==> config.mk <==
export PLATFORM = sky130hd
export DESIGN_NAME = hbp_back
export DESIGN_NICKNAME = d
export VERILOG_FILES = /design/src/hw/rtl/hbp_pkg.sv /design/src/hw/rtl/hbp_back.sv
export SDC_FILE = /design/constraint.sdc
export NUM_CORES = 1
export LEC_CHECK = 0
export BUFFER_PORTS_ARGS = -buffer_cell sky130_fd_sc_hd__buf_2
export CAP_MARGIN = 10
export CORE_MARGIN = 3
export CORE_UTILIZATION = 45
export DETAILED_ROUTE_END_ITERATION = 12
export PLACE_DENSITY = 0.67
export SLEW_MARGIN = 30
export SYNTH_ARGS = -nofsm -noshare
export SYNTH_HDL_FRONTEND = slang
export SYNTH_SLANG_ARGS = --single-unit
==> constraint.sdc <==
create_clock -name clk -period 4.7 [get_ports clk]
set_input_delay 0.47 -clock clk [delete_from_list [all_inputs] [get_ports clk]]
set_output_delay 0.47 -clock clk [all_outputs]
set_load 0.005 [all_outputs]
==> src/hw/rtl/hbp_pkg.sv <==
// Shared types and constants for the Huffman bit packer.
// Holds the item mode codes, the queue entry layout and the sizing constants.
// No dependencies.
package hbp_pkg;

    localparam int NUM_SYMBOLS  = 256;
    localparam int MAX_CODE_LEN = 32;
    localparam int CODE_W       = 32;
    localparam int LEN_LIMIT    = (MAX_CODE_LEN < CODE_W) ? MAX_CODE_LEN : CODE_W;
    localparam int SYM_IDX_W    = $clog2(NUM_SYMBOLS);
    localparam int LEN_W        = 6;
    localparam int BYTE_W       = 8;
    localparam int PEND_W       = 7;
    localparam int PCNT_W       = 3;
    localparam int ACC_W        = PEND_W + CODE_W;
    localparam int REM_W        = 3;
    localparam int COUNT_W      = 32;
    localparam int ENTRY_W      = LEN_W + CODE_W;

    localparam int FIFO_DEPTH   = 4;
    localparam int FIFO_PTR_W   = $clog2(FIFO_DEPTH);
    localparam int FIFO_CNT_W   = $clog2(FIFO_DEPTH + 1);

    localparam logic [1:0] MODE_LOAD   = 2'd0;
    localparam logic [1:0] MODE_ENCODE = 2'd1;
    localparam logic [1:0] MODE_FLUSH  = 2'd2;

    localparam logic [COUNT_W-1:0] COUNT_MAX = '1;

    typedef enum logic {
        OP_ENCODE = 1'b0,
        OP_FLUSH  = 1'b1
    } op_t;

    typedef struct packed {
        op_t                op;
        logic [LEN_W-1:0]   clen;
        logic [CODE_W-1:0]  cbits;
        logic [COUNT_W-1:0] count;
    } hbp_entry_t;

endpackage

==> src/hw/rtl/hbp_back.sv <==
// Back end: appends code bits to the pending store and emits bytes one a cycle
// while out_stall allows. Takes entries from the queue; its output register
// decouples the receiver. Depends on hbp_pkg.
module hbp_back (
    input  logic                clk,
    input  logic                rst_n,
    input  hbp_pkg::hbp_entry_t head_entry,
    input  logic                empty,
    output logic                pop,
    output logic                out_valid,
    input  logic                out_stall,
    output logic [7:0]          packed_byte,
    output logic                last,
    output logic [31:0]         symbol_count
);
    import hbp_pkg::*;

    logic [ACC_W-1:0]   acc_reg;
    logic [ACC_W-1:0]   acc_next;
    logic [PCNT_W-1:0]  pcnt_reg;
    logic [PCNT_W-1:0]  pcnt_next;
    logic [REM_W-1:0]   rem_reg;
    logic [REM_W-1:0]   rem_next;
    logic [COUNT_W-1:0] cnt_reg;
    logic [COUNT_W-1:0] cnt_next;
    logic               out_valid_reg;
    logic               out_valid_next;
    logic [BYTE_W-1:0]  byte_reg;
    logic               last_reg;
    logic [COUNT_W-1:0] count_out_reg;

    logic               emit;
    logic [LEN_W-1:0]   total;

    assign out_valid    = out_valid_reg;
    assign packed_byte  = byte_reg;
    assign last         = last_reg;
    assign symbol_count = count_out_reg;

    always_comb
    begin
        pop   = !empty && (rem_reg == '0);
        emit  = (rem_reg != '0) && (!out_valid_reg || !out_stall);
        total = LEN_W'(pcnt_reg) + head_entry.clen;

        acc_next  = acc_reg;
        pcnt_next = pcnt_reg;
        rem_next  = rem_reg;
        cnt_next  = cnt_reg;

        if (pop)
        begin
            cnt_next = head_entry.count;
            unique case (head_entry.op)
                OP_ENCODE:
                begin
                    // Bits above the pending count are always zero, so OR is enough.
                    acc_next  = acc_reg | (ACC_W'(head_entry.cbits) << pcnt_reg);
                    rem_next  = REM_W'(total >> 3);
                    pcnt_next = total[PCNT_W-1:0];
                end
                OP_FLUSH:
                begin
                    rem_next  = (pcnt_reg != '0) ? REM_W'(1) : '0;
                    pcnt_next = '0;
                end
                default:
                begin
                    rem_next = rem_reg;
                end
            endcase
        end
        else if (emit)
        begin
            acc_next = acc_reg >> BYTE_W;
            rem_next = rem_reg - 1'b1;
        end

        out_valid_next = out_valid_reg && out_stall;
        if (emit)
        begin
            out_valid_next = 1'b1;
        end
    end

    always_ff @(posedge clk or negedge rst_n)
    begin
        if (!rst_n)
        begin
            acc_reg       <= '0;
            pcnt_reg      <= '0;
            rem_reg       <= '0;
            out_valid_reg <= 1'b0;
        end
        else
        begin
            acc_reg       <= acc_next;
            pcnt_reg      <= pcnt_next;
            rem_reg       <= rem_next;
            out_valid_reg <= out_valid_next;
        end
    end

    always_ff @(posedge clk)
    begin
        cnt_reg <= cnt_next;
        if (emit)
        begin
            byte_reg      <= acc_reg[BYTE_W-1:0];
            last_reg      <= (rem_reg == REM_W'(1));
            count_out_reg <= cnt_reg;
        end
    end

endmodule

==> flow_summary_export.csv <==
group,metric,value,unit
routing,wl_met3,809,um
synthesis,synth_fp_nets,465,
floorplan,coreArea,11660,um2
sta,worst_slew_pin_slew,939.1,ps
final_layout,largest_reg_flops,39,
final_layout,mostFrequentLayoutCells,"buf_2 (117), edfxtp_1 (73), nand2_1 (62)",
grt,antenna_found_initial,0,
sta,finalHoldWorstSlack,145.4,ps
synthesis,synthCells,383,
power_and_ir_drop,p_per_area,638.2,nW/um2
power_and_ir_drop,power_frac_comb,31.6,%
synthesis,synth_seq_cells,119,
grt,grt_usage,17.93,%
worst_setup_path,required,4230,ps
worst_setup_path,worst_setup_path_end_kind,"primary output",
worst_setup_path,reg2reg_slack,1840,ps
routing,top_layer_used,"met4",
cts,worstSkewPairLatency,400,ps
synthesis,yosysSeqAreaShare,61.10,%
cts,root_buffer,"clkbuf_16",
final_layout,n_antenna_cell,0,
routing,wl,11600,um
floorplan,dieArea,13520,um2
sta,max_slew_margin,37.33,%
power_and_ir_drop,p_sw_share,31.40,%
synthesis,synth.distinct_cells,50,
place,portBuffers,117,
sta,fmax,320.7,MHz
sta,timing.final.crit_period,3118,ps
cts,cts_setup_buffers,0,
synthesis,synth_edf_count,73,
sta,finClkSkew,10.08,ps
sta,setup_viol_count_final,0,
floorplan,ios,118,
cts,cts_buffers,17,
power_and_ir_drop,power,4.300,mW
run,maxCapViolCount,0,
final_layout,fillers,928,
sta,final.setup.worst_slack,1582,ps
synthesis,synth.top_cell.area_share,40.06,%
grt,grt_pass1_vias,3560,
synthesis,synthTopCellsByArea,"edfxtp_1 (40%), dfrtp_1 (21%), mux4_2 (10%), nand2_1 (4.3%), o22a_1 (4.0%)",
final_layout,multiInputGateArea,1972,um2
worst_setup_path,startpoint_type,"register",
cts,cts_hold_buf,0,
floorplan,initial_core_util,46.92,%
power_and_ir_drop,p_int,2.950,mW
final_layout,regArea,3344,um2
synthesis,synthArstFlopShare,38.66,%
worst_setup_path,crit_fanout,40,
floorplan,fp.dieH,116.3,um
grt,grt_pass1_wl,18400,um
routing,routed-via-count,3736,
routing,drc,0,
synthesis,netlist_area,5471,um2
routing,viasPerCell,5.704,
sta,hold_viol_final,0,
cts,clk_pin_slew,50,ps
worst_setup_path,setup.worst_path.class,"reg2out",
worst_hold_path,hp-class,"in2async",
cts,cts_htree_levels,4,
synthesis,yosysWarnings,0,
synthesis,avgSynthCellArea,14.29,um2
sta,rsz0062_at_grt,"no",
floorplan,fp-row-count,39,
sta,min_period_over_period,66.34,%
routing,wl_met2,5535,um
routing,drtPass1Iterations,4,
floorplan,die_x,116.3,um
synthesis,yosysTopAreaCell,"edfxtp_1",
power_and_ir_drop,seqPwrFrac,39.1,%
cts,cts_tree,"yes",
final_layout,syn_to_final_growth,23.14,%
cts,cts.sinks,119,
status,status,"finished clean",
routing,routedWlPerCell,17.71,um
place,dp_hpwl,7928,um
grt,grt_overflow,0,
power_and_ir_drop,power_switching,1.350,mW
sta,finalSetupTns,0,ps
final_layout,fin_nets,581,
power_and_ir_drop,leakagePower,2.703,nW
sta,slew_violations,0,
power_and_ir_drop,worst_ir_drop_vdd,0.0003310,V
worst_setup_path,crit_arrival,2650,ps
synthesis,ys.flop_type,"edfxtp_1",
routing,wl_met1,5073,um
place,dp_slack,1834,ps
final_layout,drive_gt1_share,36.52,%
power_and_ir_drop,p_clk_share,29.3,%
routing,drtAntennaViolNets,0,
place,gp_congestion,0.8302,
routing,drt_iter0_markers,258,
cts,cts_buffer_depth,2,
grt,grt_start_max_net_pins,51,
cts,post_cts_resized,0,
final_layout,final_common_cell,"buf_2",
[logic make-up (layout without fill, tap and decap cells)]
| kind of cell | count (synthesis) | count (layout) | share of synthesized area (%) |
|---|---|---|---|
| mux | 38 | 38 | 13.93 |
| compound gates | 88 | 88 | 11.66 |
| xor+xnor | 4 | 4 | 0.6404 |
| simple gates | 95 | 95 | 7.935 |
| buf+inv | 32 | 161 | 2.996 |
| flops | 119 | 119 | 61.10 |
| fa+ha+maj | 7 | 7 | 1.738 |
[stage by stage]
step / cell area, um2 / util (%) / cells
5_1_grt: 6738 / 57.77 / 655
2_1_floorplan: 5472 / - / 383
3_3_place_gp: 6141 / 52.66 / 623
3_5_place_dp: 6151 / 52.74 / 623
6_report: 6738 / 57.77 / 655
4_1_cts: 6738 / 57.77 / 655
[critical path: stages, from the launching register on]
cell	delay, ps
dfrtp_1	380
inv_1	120
ha_1	240
or3b_2	600
inv_2	650
buf_2	240
[Yosys cell counts (2+ instances only)]
library cell / count
clkbuf_1: 11
o31ai_1: 2
a21oi_1: 13
nand3b_1: 4
buf_2: 10
o22ai_1: 5
ha_1: 6
mux4_2: 25
xor2_1: 2
nand3_1: 3
a22o_1: 2
nor2_1: 11
buf_4: 2
nor2b_1: 5
mux2_2: 3
o22a_1: 25
edfxtp_1: 73
nor3_1: 3
mux4_1: 4
mux2i_1: 6
dfrtp_1: 46
inv_1: 5
a31oi_1: 27
and3_1: 2
xnor2_1: 2
nand2_1: 62
[routing by layer]
metal / up-vias / global-route usage, %
met3: 15 / 4.663
met4: 0 / 5.568
met1: 1845 / 24.11
met2: 141 / 28.83
met5: - / 0
li1: 1735 / -
[power by group through the flow]
| stage | clock (mW) | sequential, mW | combinational [mW] |
|---|---|---|---|
| 3_3_place_gp | 0 | 1.69 | 1.33 |
| 3_5_place_dp | 0 | 1.70 | 1.36 |
| 4_1_cts | 1.28 | 1.68 | 1.37 |
| 5_1_grt | 1.34 | 1.72 | 1.51 |
| 6_report | 1.26 | 1.68 | 1.36 |
| 2_1_floorplan | 0 | 1.64 | 1.05 |
[worst paths after layout]
check | endpoint | cells past startpoint | start
setup reg to reg | acc_reg[22] | 7 | rem_reg[0]
hold reg to reg | symbol_count[0] | 0 | cnt_reg[0]
setup / recovery | pop | 5 | rem_reg[0]
min in group clk | cnt_reg[13] | 1 | head_entry[13]
max in group asynchronous | pcnt_reg[0] | 2 | rst_n
hold / removal | acc_reg[11] | 2 | rst_n
[final cells by class]
class                   instances  area share, %
clock inverters                14          2.340
flip-flops and latches        119          49.64
inverters                       6         0.3714
multi-input cells             232          29.27
repair buffers                123          9.359
well taps                     143          2.656
clock buffers                  18          6.370
(Power assumes the default switching activity.)
