===== src/hw/rtl/hbp_pkg.sv =====
// Shared types and constants for the Huffman bit packer.
// Holds the item mode codes, the queue entry layout and the sizing constants.
// No dependencies.
package hbp_pkg;

    localparam int NUM_SYMBOLS  = 256;
    localparam int MAX_CODE_LEN = 32;
    localparam int CODE_W       = 32;
    localparam int LEN_LIMIT    = (MAX_CODE_LEN < CODE_W) ? MAX_CODE_LEN : CODE_W;
    localparam int SYM_IDX_W    = $clog2(NUM_SYMBOLS);
    localparam int LEN_W        = 6;
    localparam int BYTE_W       = 8;
    localparam int PEND_W       = 7;
    localparam int PCNT_W       = 3;
    localparam int ACC_W        = PEND_W + CODE_W;
    localparam int REM_W        = 3;
    localparam int COUNT_W      = 32;
    localparam int ENTRY_W      = LEN_W + CODE_W;

    localparam int FIFO_DEPTH   = 4;
    localparam int FIFO_PTR_W   = $clog2(FIFO_DEPTH);
    localparam int FIFO_CNT_W   = $clog2(FIFO_DEPTH + 1);

    localparam logic [1:0] MODE_LOAD   = 2'd0;
    localparam logic [1:0] MODE_ENCODE = 2'd1;
    localparam logic [1:0] MODE_FLUSH  = 2'd2;

    localparam logic [COUNT_W-1:0] COUNT_MAX = '1;

    typedef enum logic {
        OP_ENCODE = 1'b0,
        OP_FLUSH  = 1'b1
    } op_t;

    typedef struct packed {
        op_t                op;
        logic [LEN_W-1:0]   clen;
        logic [CODE_W-1:0]  cbits;
        logic [COUNT_W-1:0] count;
    } hbp_entry_t;

endpackage


===== src/hw/rtl/hbp_fifo.sv =====
// Short queue of work entries between the front end and the packer.
// Depends on hbp_pkg for the entry type and the queue depth.
module hbp_fifo (
    input  logic               clk,
    input  logic               rst_n,
    input  logic               push,
    input  hbp_pkg::hbp_entry_t push_entry,
    input  logic               pop,
    output hbp_pkg::hbp_entry_t head_entry,
    output logic               full,
    output logic               empty
);
    import hbp_pkg::*;

    hbp_entry_t            slot_reg [FIFO_DEPTH];
    logic [FIFO_PTR_W-1:0] wr_ptr_reg;
    logic [FIFO_PTR_W-1:0] wr_ptr_next;
    logic [FIFO_PTR_W-1:0] rd_ptr_reg;
    logic [FIFO_PTR_W-1:0] rd_ptr_next;
    logic [FIFO_CNT_W-1:0] cnt_reg;
    logic [FIFO_CNT_W-1:0] cnt_next;

    assign full       = (cnt_reg == FIFO_CNT_W'(FIFO_DEPTH));
    assign empty      = (cnt_reg == '0);
    assign head_entry = slot_reg[rd_ptr_reg];

    always_comb
    begin
        wr_ptr_next = push ? wr_ptr_reg + 1'b1 : wr_ptr_reg;
        rd_ptr_next = pop ? rd_ptr_reg + 1'b1 : rd_ptr_reg;
        cnt_next    = cnt_reg + FIFO_CNT_W'(push) - FIFO_CNT_W'(pop);
    end

    always_ff @(posedge clk or negedge rst_n)
    begin
        if (!rst_n)
        begin
            wr_ptr_reg <= '0;
            rd_ptr_reg <= '0;
            cnt_reg    <= '0;
        end
        else
        begin
            wr_ptr_reg <= wr_ptr_next;
            rd_ptr_reg <= rd_ptr_next;
            cnt_reg    <= cnt_next;
        end
    end

    always_ff @(posedge clk)
    begin
        if (push)
        begin
            slot_reg[wr_ptr_reg] <= push_entry;
        end
    end

endmodule


===== config.mk =====
export PLATFORM = sky130hd
export DESIGN_NAME = hbp_fifo
export DESIGN_NICKNAME = d
export VERILOG_FILES = /design/src/hw/rtl/hbp_pkg.sv /design/src/hw/rtl/hbp_fifo.sv
export SDC_FILE = /design/constraint.sdc
export NUM_CORES = 1
export LEC_CHECK = 0
export ABC_AREA = 0
export BUFFER_PORTS_ARGS = -buffer_cell sky130_fd_sc_hd__buf_4
export CORE_MARGIN = 4
export CORE_UTILIZATION = 29
export CTS_BUF_LIST = sky130_fd_sc_hd__clkbuf_16
export DETAILED_ROUTE_END_ITERATION = 12
export SLEW_MARGIN = 20
export SYNTH_ARGS = -nofsm -noshare
export SYNTH_HDL_FRONTEND = slang
export SYNTH_SLANG_ARGS = --single-unit

===== constraint.sdc =====
create_clock -name clk -period 3.3 [get_ports clk]
set_input_delay 0.33 -clock clk [delete_from_list [all_inputs] [get_ports clk]]
set_output_delay 0.33 -clock clk [all_outputs]
set_load 0.05 [all_outputs]

==> results of run 1 <==
## cell usage after synthesis (all sizes together)
library cell and instances:
inv 6, ha 6, nand2 2, and2 4, o21ai 1, nor3 1
mux4 71, edfxtp 284, and3 1, buf 16, xnor2 2, xor2 3
dfrtp 7, fa 1
## area by class of cell
| type | instances | area, µm² | share of cell area |
|---|---|---|---|
| inverters | 6 | 22.5 | 0.00159 |
| multi-input cells | 92 | 1800 | 0.127 |
| clock buffers | 31 | 776 | 0.0549 |
| well taps | 468 | 586 | 0.0414 |
| repair buffers | 227 | 1970 | 0.140 |
| clock inverters | 25 | 262 | 0.0185 |
| flip-flops and latches | 291 | 8710 | 0.616 |
## per-layer routing
layer | GRT usage | vias up | part of all wire
met5 | 0 | - | 0
met4 | 0.0305 | 0 | 0.018
met3 | 0.0235 | 28 | 0.045
met2 | 0.193 | 122 | 0.53
met1 | 0.136 | 2655 | 0.41
li1 | - | 2228 | -
## power groups by stage
stage | clock network [µW] | logic [µW] | registers (µW)
finish | 3470 | 5400 | 5170
global route | 3740 | 5690 | 5240
CTS | 3560 | 5530 | 5190
detailed placement | 0 | 5440 | 5260
global placement | 0 | 5390 | 5200
floorplan | 0 | 4120 | 5050
## how the worst min path moves through the flow
| stage | startpoint | to | slack, ps | depth (start not counted) |
|---|---|---|---|---|
| floorplan | rst_n | cnt_reg[0] | 30 | 0 |
| global placement | rst_n | cnt_reg[0] | 150 | 1 |
| detailed placement | rst_n | cnt_reg[0] | 150 | 1 |
| CTS | push | wr_ptr_reg[0] | 8 | 2 |
| global route | push | wr_ptr_reg[0] | 9 | 2 |
| finish | push | wr_ptr_reg[0] | 30 | 2 |
## through the flow
stage	worst slack, ps	cells	power [µW]
after detailed placement	1110	1011	10700
after global routing	443	1140	14700
after global placement	1140	1011	10600
after floorplan	581	405	9170
final	604	1140	14000
after CTS	511	1140	14300
## cells in the final DEF, fill, tap and decap left out, types with 2 or more instances in the layout
master and n:
edfxtp_1 284, buf_4 147, dlygate4sd3_1 73, mux4_2 70
clkbuf_16 31, inv_1 11, buf_12 7, ha_1 6
clkinvlp_4 5, bufinv_16 5, dfrtp_1 5, and2_4 4
clkinv_1 4, clkinv_2 4, xor2_1 3, xnor2_1 2
nand2_1 2, dfrtp_4 2
## logic make-up (layout without fill, tap and decap cells)
| group | after synthesis | count (layout) | share of synthesized area |
|---|---|---|---|
| AO/OA/AOI/OAI | 1 | 1 | 0.000467 |
| XOR/XNOR | 5 | 5 | 0.00409 |
| adder cells (fa/ha/maj) | 7 | 7 | 0.00888 |
| buffers and inverters | 22 | 289 | 0.0200 |
| flip-flops | 291 | 291 | 0.813 |
| multiplexers | 71 | 71 | 0.150 |
| AND/OR/NAND/NOR | 8 | 8 | 0.00409 |
## repair_timing
action                    in CTS  in global routing
hold buffers                  73                  0
hold endpoints to repair     292                  0
setup buffers                  0                  0
==> impl_metrics.yaml, run 1 <==
run_status:
  outcome: "completed"
final_layout:
  final_nets: 731
  design_area_mm2: 0.0141
  nFillCells: 3223
  area_growth_pct: 32.0
  fin_util: 0.387
  n_antenna_cell: 0
  largest_reg_flops: 284
  drive_gt1_frac: 0.412
die:
  fp-row-count: 70
  dieArea_mm2: 0.0401
  fp.dieW_um: 200
  die_height_um: 200
  boundaryPins: 148
  core_mm2: 0.0365
  initial_core_util: 0.293
worst_setup_path:
  max_stage_delay_ps: 640
  r2r-start: "wr_ptr_reg[0]"
  rrSetupSlack_ps: 1430
  reg2reg_depth: 4
  cp.buffers_inverters: 2
  startpoint: "rd_ptr_reg[0]"
  r2r_end: "slot_reg[0][7]"
  worstPathRequired_ps: 2970
  cp_slowest_cell: "dfrtp_4"
  cp-start-kind: "flop"
  crit_end: "head_entry[25]"
  end_kind: "output pin"
  cp.depth: 3
  crit_family: "flip-flops"
  worstSetupPathType: "flop to output pin"
  critPathArrivalTime_ps: 2370
  worstPathCellList: "buf_12, mux4_2, buf_4"
  path_max_fanout: 37
route:
  wirelength_um: 22000
  vias: 5033
  wire_per_inst_um: 19.3
  drc: 0
  vias_per_cell: 4.41
  drt_iter0_drc: 170
  drt_pre_antenna_iters: 4
  drtAntennaViolNets: 0
sta:
  worstMarginPinSlew_ps: 632
  finalCritPeriodShare: 0.817
  fin_skew_ps: 14.2
  timing.fmax_ghz: 0.371
  setup_violations: 0
  post-route-min-period_ps: 2700
  hold_viol: 0
  tns_ps: 0
  slew_violations: 0
  relSlewSlack: 0.579
  hold_slack_ps: 29.5
  rsz0062_at_grt: "false"
cts:
  clock-sinks: 291
  htree_levels: 1
  cts.repair.resized: 0
  cts_root_buf: "clkbuf_16"
  clk_path_buf_depth: 3
  cts_tree: "built"
  path_clk_slew_ps: 60
  numCtsBuffers: 31
  clk_latency_ps: 550
yosys:
  syn_avg_cell_area_um2: 26.4
  ys.warnings.count: 0
  synthesis.area_mm2: 0.0107
  yosys.area.top_type: "edfxtp_1"
  synth_nets: 487
  yosysSeqAreaShare: 0.813
  synth_area_leaders: "edfxtp_1 (80%), mux4_2 (15%), dfrtp_1 (1.6%)"
  synth.top_cell.area_share: 0.796
  syn-instance-count: 405
  yosysUniqueCellTypes: 17
  ys_ff_latch: 291
power_and_ir_drop:
  peakVddDrop_v: 0.000584
  combPwrFrac: 0.385
  powerDensity_mw_per_mm2: 993
  p_sw_frac: 0.368
  intPower_uw: 8870
  power_leakage_uw: 0.00486
  p_clk_frac: 0.247
  pwr-share-seq: 0.368
  p_sw_uw: 5170
place:
  io_buffers: 147
  placed_cell_area_mm2: 0.0124
  dp_hpwl_um: 13100
  gp_congestion: 0.702
global_route:
  gr-total-overflow: 0
  grt_max_degree: 40
  antenna_found_initial: 0
  track_usage: 0.109
  grt_pass1_wl_um: 34300
  grt_pass1_vias: 5752
run:
  drv_cap: 0
hold_path:
  hold_class: "input pin to flop"
(Power assumes the default switching activity.)
==> run 2: changes to the inputs <==
- clock period: 3.3 -> 2.37 ns (I/O delays scaled with it)
==> run 2 against run 1 <==
Net effect: global-route usage about the same; utilization grew 0.84 points; cell area up 2.2%; register-to-register slack worse by 820 ps; critical path depth grew 1; highest routed layer unchanged.
==> impl_metrics.yaml, run 2 (synthesis gave the netlist of run 1 again) <==
die:
  boundaryPins: 148
  die_height_um: 200
  core_mm2: 0.0365
  initial_core_util: 0.293
  dieArea_mm2: 0.0401
  fp-row-count: 70
  fp.dieW_um: 200
place:
  gp_congestion: 0.667
  io_buffers: 147
  pre_cts_ws_ps: 538
  dp_hpwl_um: 12800
sta:
  tns_ps: 0
  worst_slack_ps: 63.5
  slew_violations: 0
  finalCritPeriodShare: 0.973
  relSlewSlack: 0.665
  post-route-min-period_ps: 2310
  hold_viol: 0
  setup_violations: 0
  fin_skew_ps: 9.00
  rsz0062_at_grt: "true"
  hold_slack_ps: 424
  timing.fmax_ghz: 0.434
  worstMarginPinSlew_ps: 503
route:
  drc: 0
  vias: 5125
  drtAntennaViolNets: 0
  wire_per_inst_um: 20.0
  wirelength_um: 23200
  vias_per_cell: 4.42
  drt_iter0_drc: 225
  drt_pre_antenna_iters: 4
cts:
  htree_levels: 1
  clk_path_buf_depth: 3
  numCtsBuffers: 31
  path_clk_slew_ps: 60
  clk_latency_ps: 550
  clock-sinks: 291
  cts_root_buf: "clkbuf_16"
  cts_tree: "built"
final_layout:
  final_common_cell: "edfxtp_1"
  drive_gt1_frac: 0.424
  largest_reg_flops: 284
  area_growth_pct: 34.8
  final_nets: 749
  n_antenna_cell: 0
  nFillCells: 3207
  layout_common_cells: "edfxtp_1 (284), buf_4 (141), dlygate4sd3_1 (76)"
worst_setup_path:
  cp-start-kind: "flop"
  worstPathCellList: "buf_4, clkbuf_16, mux4_2, buf_6"
  rrSetupSlack_ps: 610
  worstSetupPathType: "flop to output pin"
  max_stage_delay_ps: 540
  path_max_fanout: 9
  cp_slowest_cell: "mux4_2"
  end_kind: "output pin"
  critPathArrivalTime_ps: 2070
  worstPathRequired_ps: 2130
global_route:
  antenna_found_initial: 0
  gr-total-overflow: 0
  grt_max_degree: 73
  grt_pass1_wl_um: 34300
  track_usage: 0.109
  grt_pass1_vias: 5763
power_and_ir_drop:
  powerDensity_mw_per_mm2: 1400
  peakVddDrop_v: 0.000918
  power_leakage_uw: 0.00503
  finalPower_uw: 20200
run_status:
  outcome: "completed"
hold_path:
  hold_class: "input pin to flop"
run:
  drv_cap: 0
## run 2: through the flow
stage	cells	instance area, µm²	util
final	1159	14400	0.395
after global routing	1159	14400	0.395
after CTS	1147	14200	0.389
after detailed placement	1014	12400	0.340
after global placement	1014	12400	0.340
after floorplan	405	10700	-
## run 2: where the power goes
group          switching (µW)  internal, µW
logic                    5280          3140
clock network            1850          2900
registers                 243          6740
## run 2: worst max-delay path: cells and delay by family (launching register included)
| kind | cells | cell delay (ps) |
|---|---|---|
| flip-flops | 1 | 450 |
| multiplexers | 1 | 540 |
| buffers and inverters | 3 | 530 |
## run 2: per-layer routing
layer / wire, µm / up-vias / track usage
met5: 0 / - / 0
li1: - / 2265 / -
met1: 10000 / 2697 / 0.136
met3: 992 / 36 / 0.0215
met2: 11600 / 127 / 0.191
met4: 544 / 0 / 0.0352
## run 2: final cells by class
type	count	area (µm²)	area share
flip-flops and latches	291	8710	0.603
repair buffers	245	2300	0.159
multi-input cells	92	1800	0.124
clock buffers	31	776	0.0537
well taps	468	586	0.0406
clock inverters	26	246	0.0171
inverters	6	22.5	0.00156
## run 2: final timing paths
| kind | start | depth (start not counted) | to |
|---|---|---|---|
| min | push_entry[63] | 2 | slot_reg[1][63] |
| max | rd_ptr_reg[0] | 4 | head_entry[57] |
| min in group asynchronous | rst_n | 3 | cnt_reg[0] |
| min reg2reg | wr_ptr_reg[0] | 1 | wr_ptr_reg[0] |
| max reg2reg | wr_ptr_reg[0] | 4 | slot_reg[2][40] |
| max in group asynchronous | rst_n | 4 | rd_ptr_reg[1] |
## run 2: repair_timing
item,4_1_cts,5_1_grt
cloned,0,7
endpoints found under the hold margin,296,0
buffers inserted,0,5
hold buffers,76,0
gates resized for setup,0,16
setup endpoints to repair,47,69
==> run 3: changes to the inputs <==
- CTS_BUF_LIST: sky130_fd_sc_hd__clkbuf_16 -> default
==> run 3 against run 2 <==
Net effect: clock skew down 0.75 ps; clock-buffer cell count is 4 higher; combinational power is essentially flat; critical path depth unchanged; worst setup slack improved by 1.1 ps; routed wire length about the same; utilization is the same; die area did not move; maximum frequency about the same; clock power about the same; via count is 0.14% higher; cell count stayed put; largest cell class unchanged.
==> impl_metrics.yaml, run 3 (synthesis gave the netlist of run 1 again) <==
worst_setup_path:
  critPathArrivalTime_ps: 2070
  crit_family: "multiplexers"
  end_kind: "output pin"
  cp.buffers_inverters: 3
  cp-start-kind: "flop"
  max_stage_delay_ps: 540
  worstPathCellList: "buf_4, clkbuf_16, mux4_2, buf_6"
  rrSetupSlack_ps: 610
  worstPathRequired_ps: 2130
  r2r-start: "wr_ptr_reg[0]"
  worstSetupPathType: "flop to output pin"
  cp_slowest_cell: "mux4_2"
  path_max_fanout: 9
  reg2reg_depth: 4
  r2r_end: "slot_reg[2][40]"
hold_path:
  hold_path_end: "slot_reg[1][63]"
  holdPathStages: 2
  hold_start: "push_entry[63]"
  hold_class: "input pin to flop"
place:
  dp_hpwl_um: 12800
  pre_cts_ws_ps: 538
  gp_congestion: 0.667
  io_buffers: 147
  place_inst: 1014
die:
  initial_core_util: 0.293
  fp-row-count: 70
  boundaryPins: 148
  dieArea_mm2: 0.0401
  core_mm2: 0.0365
  die_height_um: 200
  fp.dieW_um: 200
sta:
  relSlewSlack: 0.668
  fin_skew_ps: 8.25
  rsz0062_at_grt: "true"
  worstMarginPinSlew_ps: 498
  setup_violations: 0
  finalCritPeriodShare: 0.973
  worst_slack_ps: 64.6
  post-route-min-period_ps: 2310
  timing.fmax_ghz: 0.434
  slew_violations: 0
  hold_viol: 0
final_layout:
  final_common_cell: "edfxtp_1"
  largest_reg_flops: 284
  drive_gt1_frac: 0.424
  fin_util: 0.395
  area_growth_pct: 34.8
  n_antenna_cell: 0
  fin_cells: 1159
  layout_common_cells: "edfxtp_1 (284), buf_4 (141), dlygate4sd3_1 (76)"
  final_nets: 749
global_route:
  grt_max_degree: 73
  grt_pass1_vias: 5763
  gr-total-overflow: 0
  antenna_found_initial: 0
  grt_pass1_wl_um: 34300
  track_usage: 0.109
cts:
  path_clk_slew_ps: 60
  htree_levels: 1
  clk_path_buf_depth: 3
  cts_tree: "built"
  cts_root_buf: "clkbuf_16"
  numCtsBuffers: 31
  clock-sinks: 291
  clk_latency_ps: 550
route:
  drt_pre_antenna_iters: 4
  wirelength_um: 23200
  drtAntennaViolNets: 0
  wire_per_inst_um: 20.0
  drc: 0
  vias_per_cell: 4.43
  vias: 5132
  drt_iter0_drc: 227
power_and_ir_drop:
  powerDensity_mw_per_mm2: 1400
  peakVddDrop_v: 0.000918
  finalPower_uw: 20200
  power_leakage_uw: 0.00501
run_status:
  outcome: "completed"
run:
  drv_cap: 0
==> run 3: how the worst max path moves through the flow <==
| stage | startpoint | end | depth (start not counted) |
|---|---|---|---|
| 3_3_place_gp | rd_ptr_reg[0] | head_entry[24] | 3 |
| 4_1_cts | rd_ptr_reg[0] | head_entry[21] | 3 |
| 6_report | rd_ptr_reg[0] | head_entry[57] | 4 |
| 3_5_place_dp | rd_ptr_reg[0] | head_entry[21] | 3 |
| 2_1_floorplan | wr_ptr_reg[0] | slot_reg[0][0] | 3 |
| 5_1_grt | rd_ptr_reg[0] | head_entry[36] | 4 |
==> run 3: final cells by class <==
type,count,area [µm²]
Timing Repair Buffer,245,2300
Inverter,6,22.5
Fill cell,3207,22100
Sequential cell,291,8710
Multi-Input combinational cell,92,1800
Clock inverter,22,231
Clock buffer,35,791
Tap cell,468,586
==> run 3: power by group <==
part | leakage [µW] | internal [µW] | switching, µW | total (µW)
logic | 0.00181 | 3140 | 5280 | 8420
registers | 0.00269 | 6740 | 242 | 6980
clock network | 0.000510 | 2920 | 1850 | 4770
==> run 3: repair_timing <==
action | 4_1_cts | 5_1_grt
gates resized for setup | 0 | 16
gates cloned | 0 | 7
endpoints found under the hold margin | 296 | 0
endpoints found under the setup margin | 47 | 69
hold buffers | 76 | 0
buffers inserted | 0 | 5
==> run 3: metrics by stage <==
step / setup TNS, ps / area (µm²) / hold WS [ps]
global placement: 0 / 12400 / 52.2
CTS: -931 / 14200 / 396
detailed placement: 0 / 12400 / 56.6
floorplan: 0 / 10700 / -58.6
global route: -101 / 14400 / 421
finish: 0 / 14400 / 424
==> run 3: metal layers <==
layer / wire length (µm) / GRT usage
met5: 0 / 0
met4: 544 / 0.0352
met3: 991 / 0.0215
met2: 11600 / 0.191
met1: 10100 / 0.136
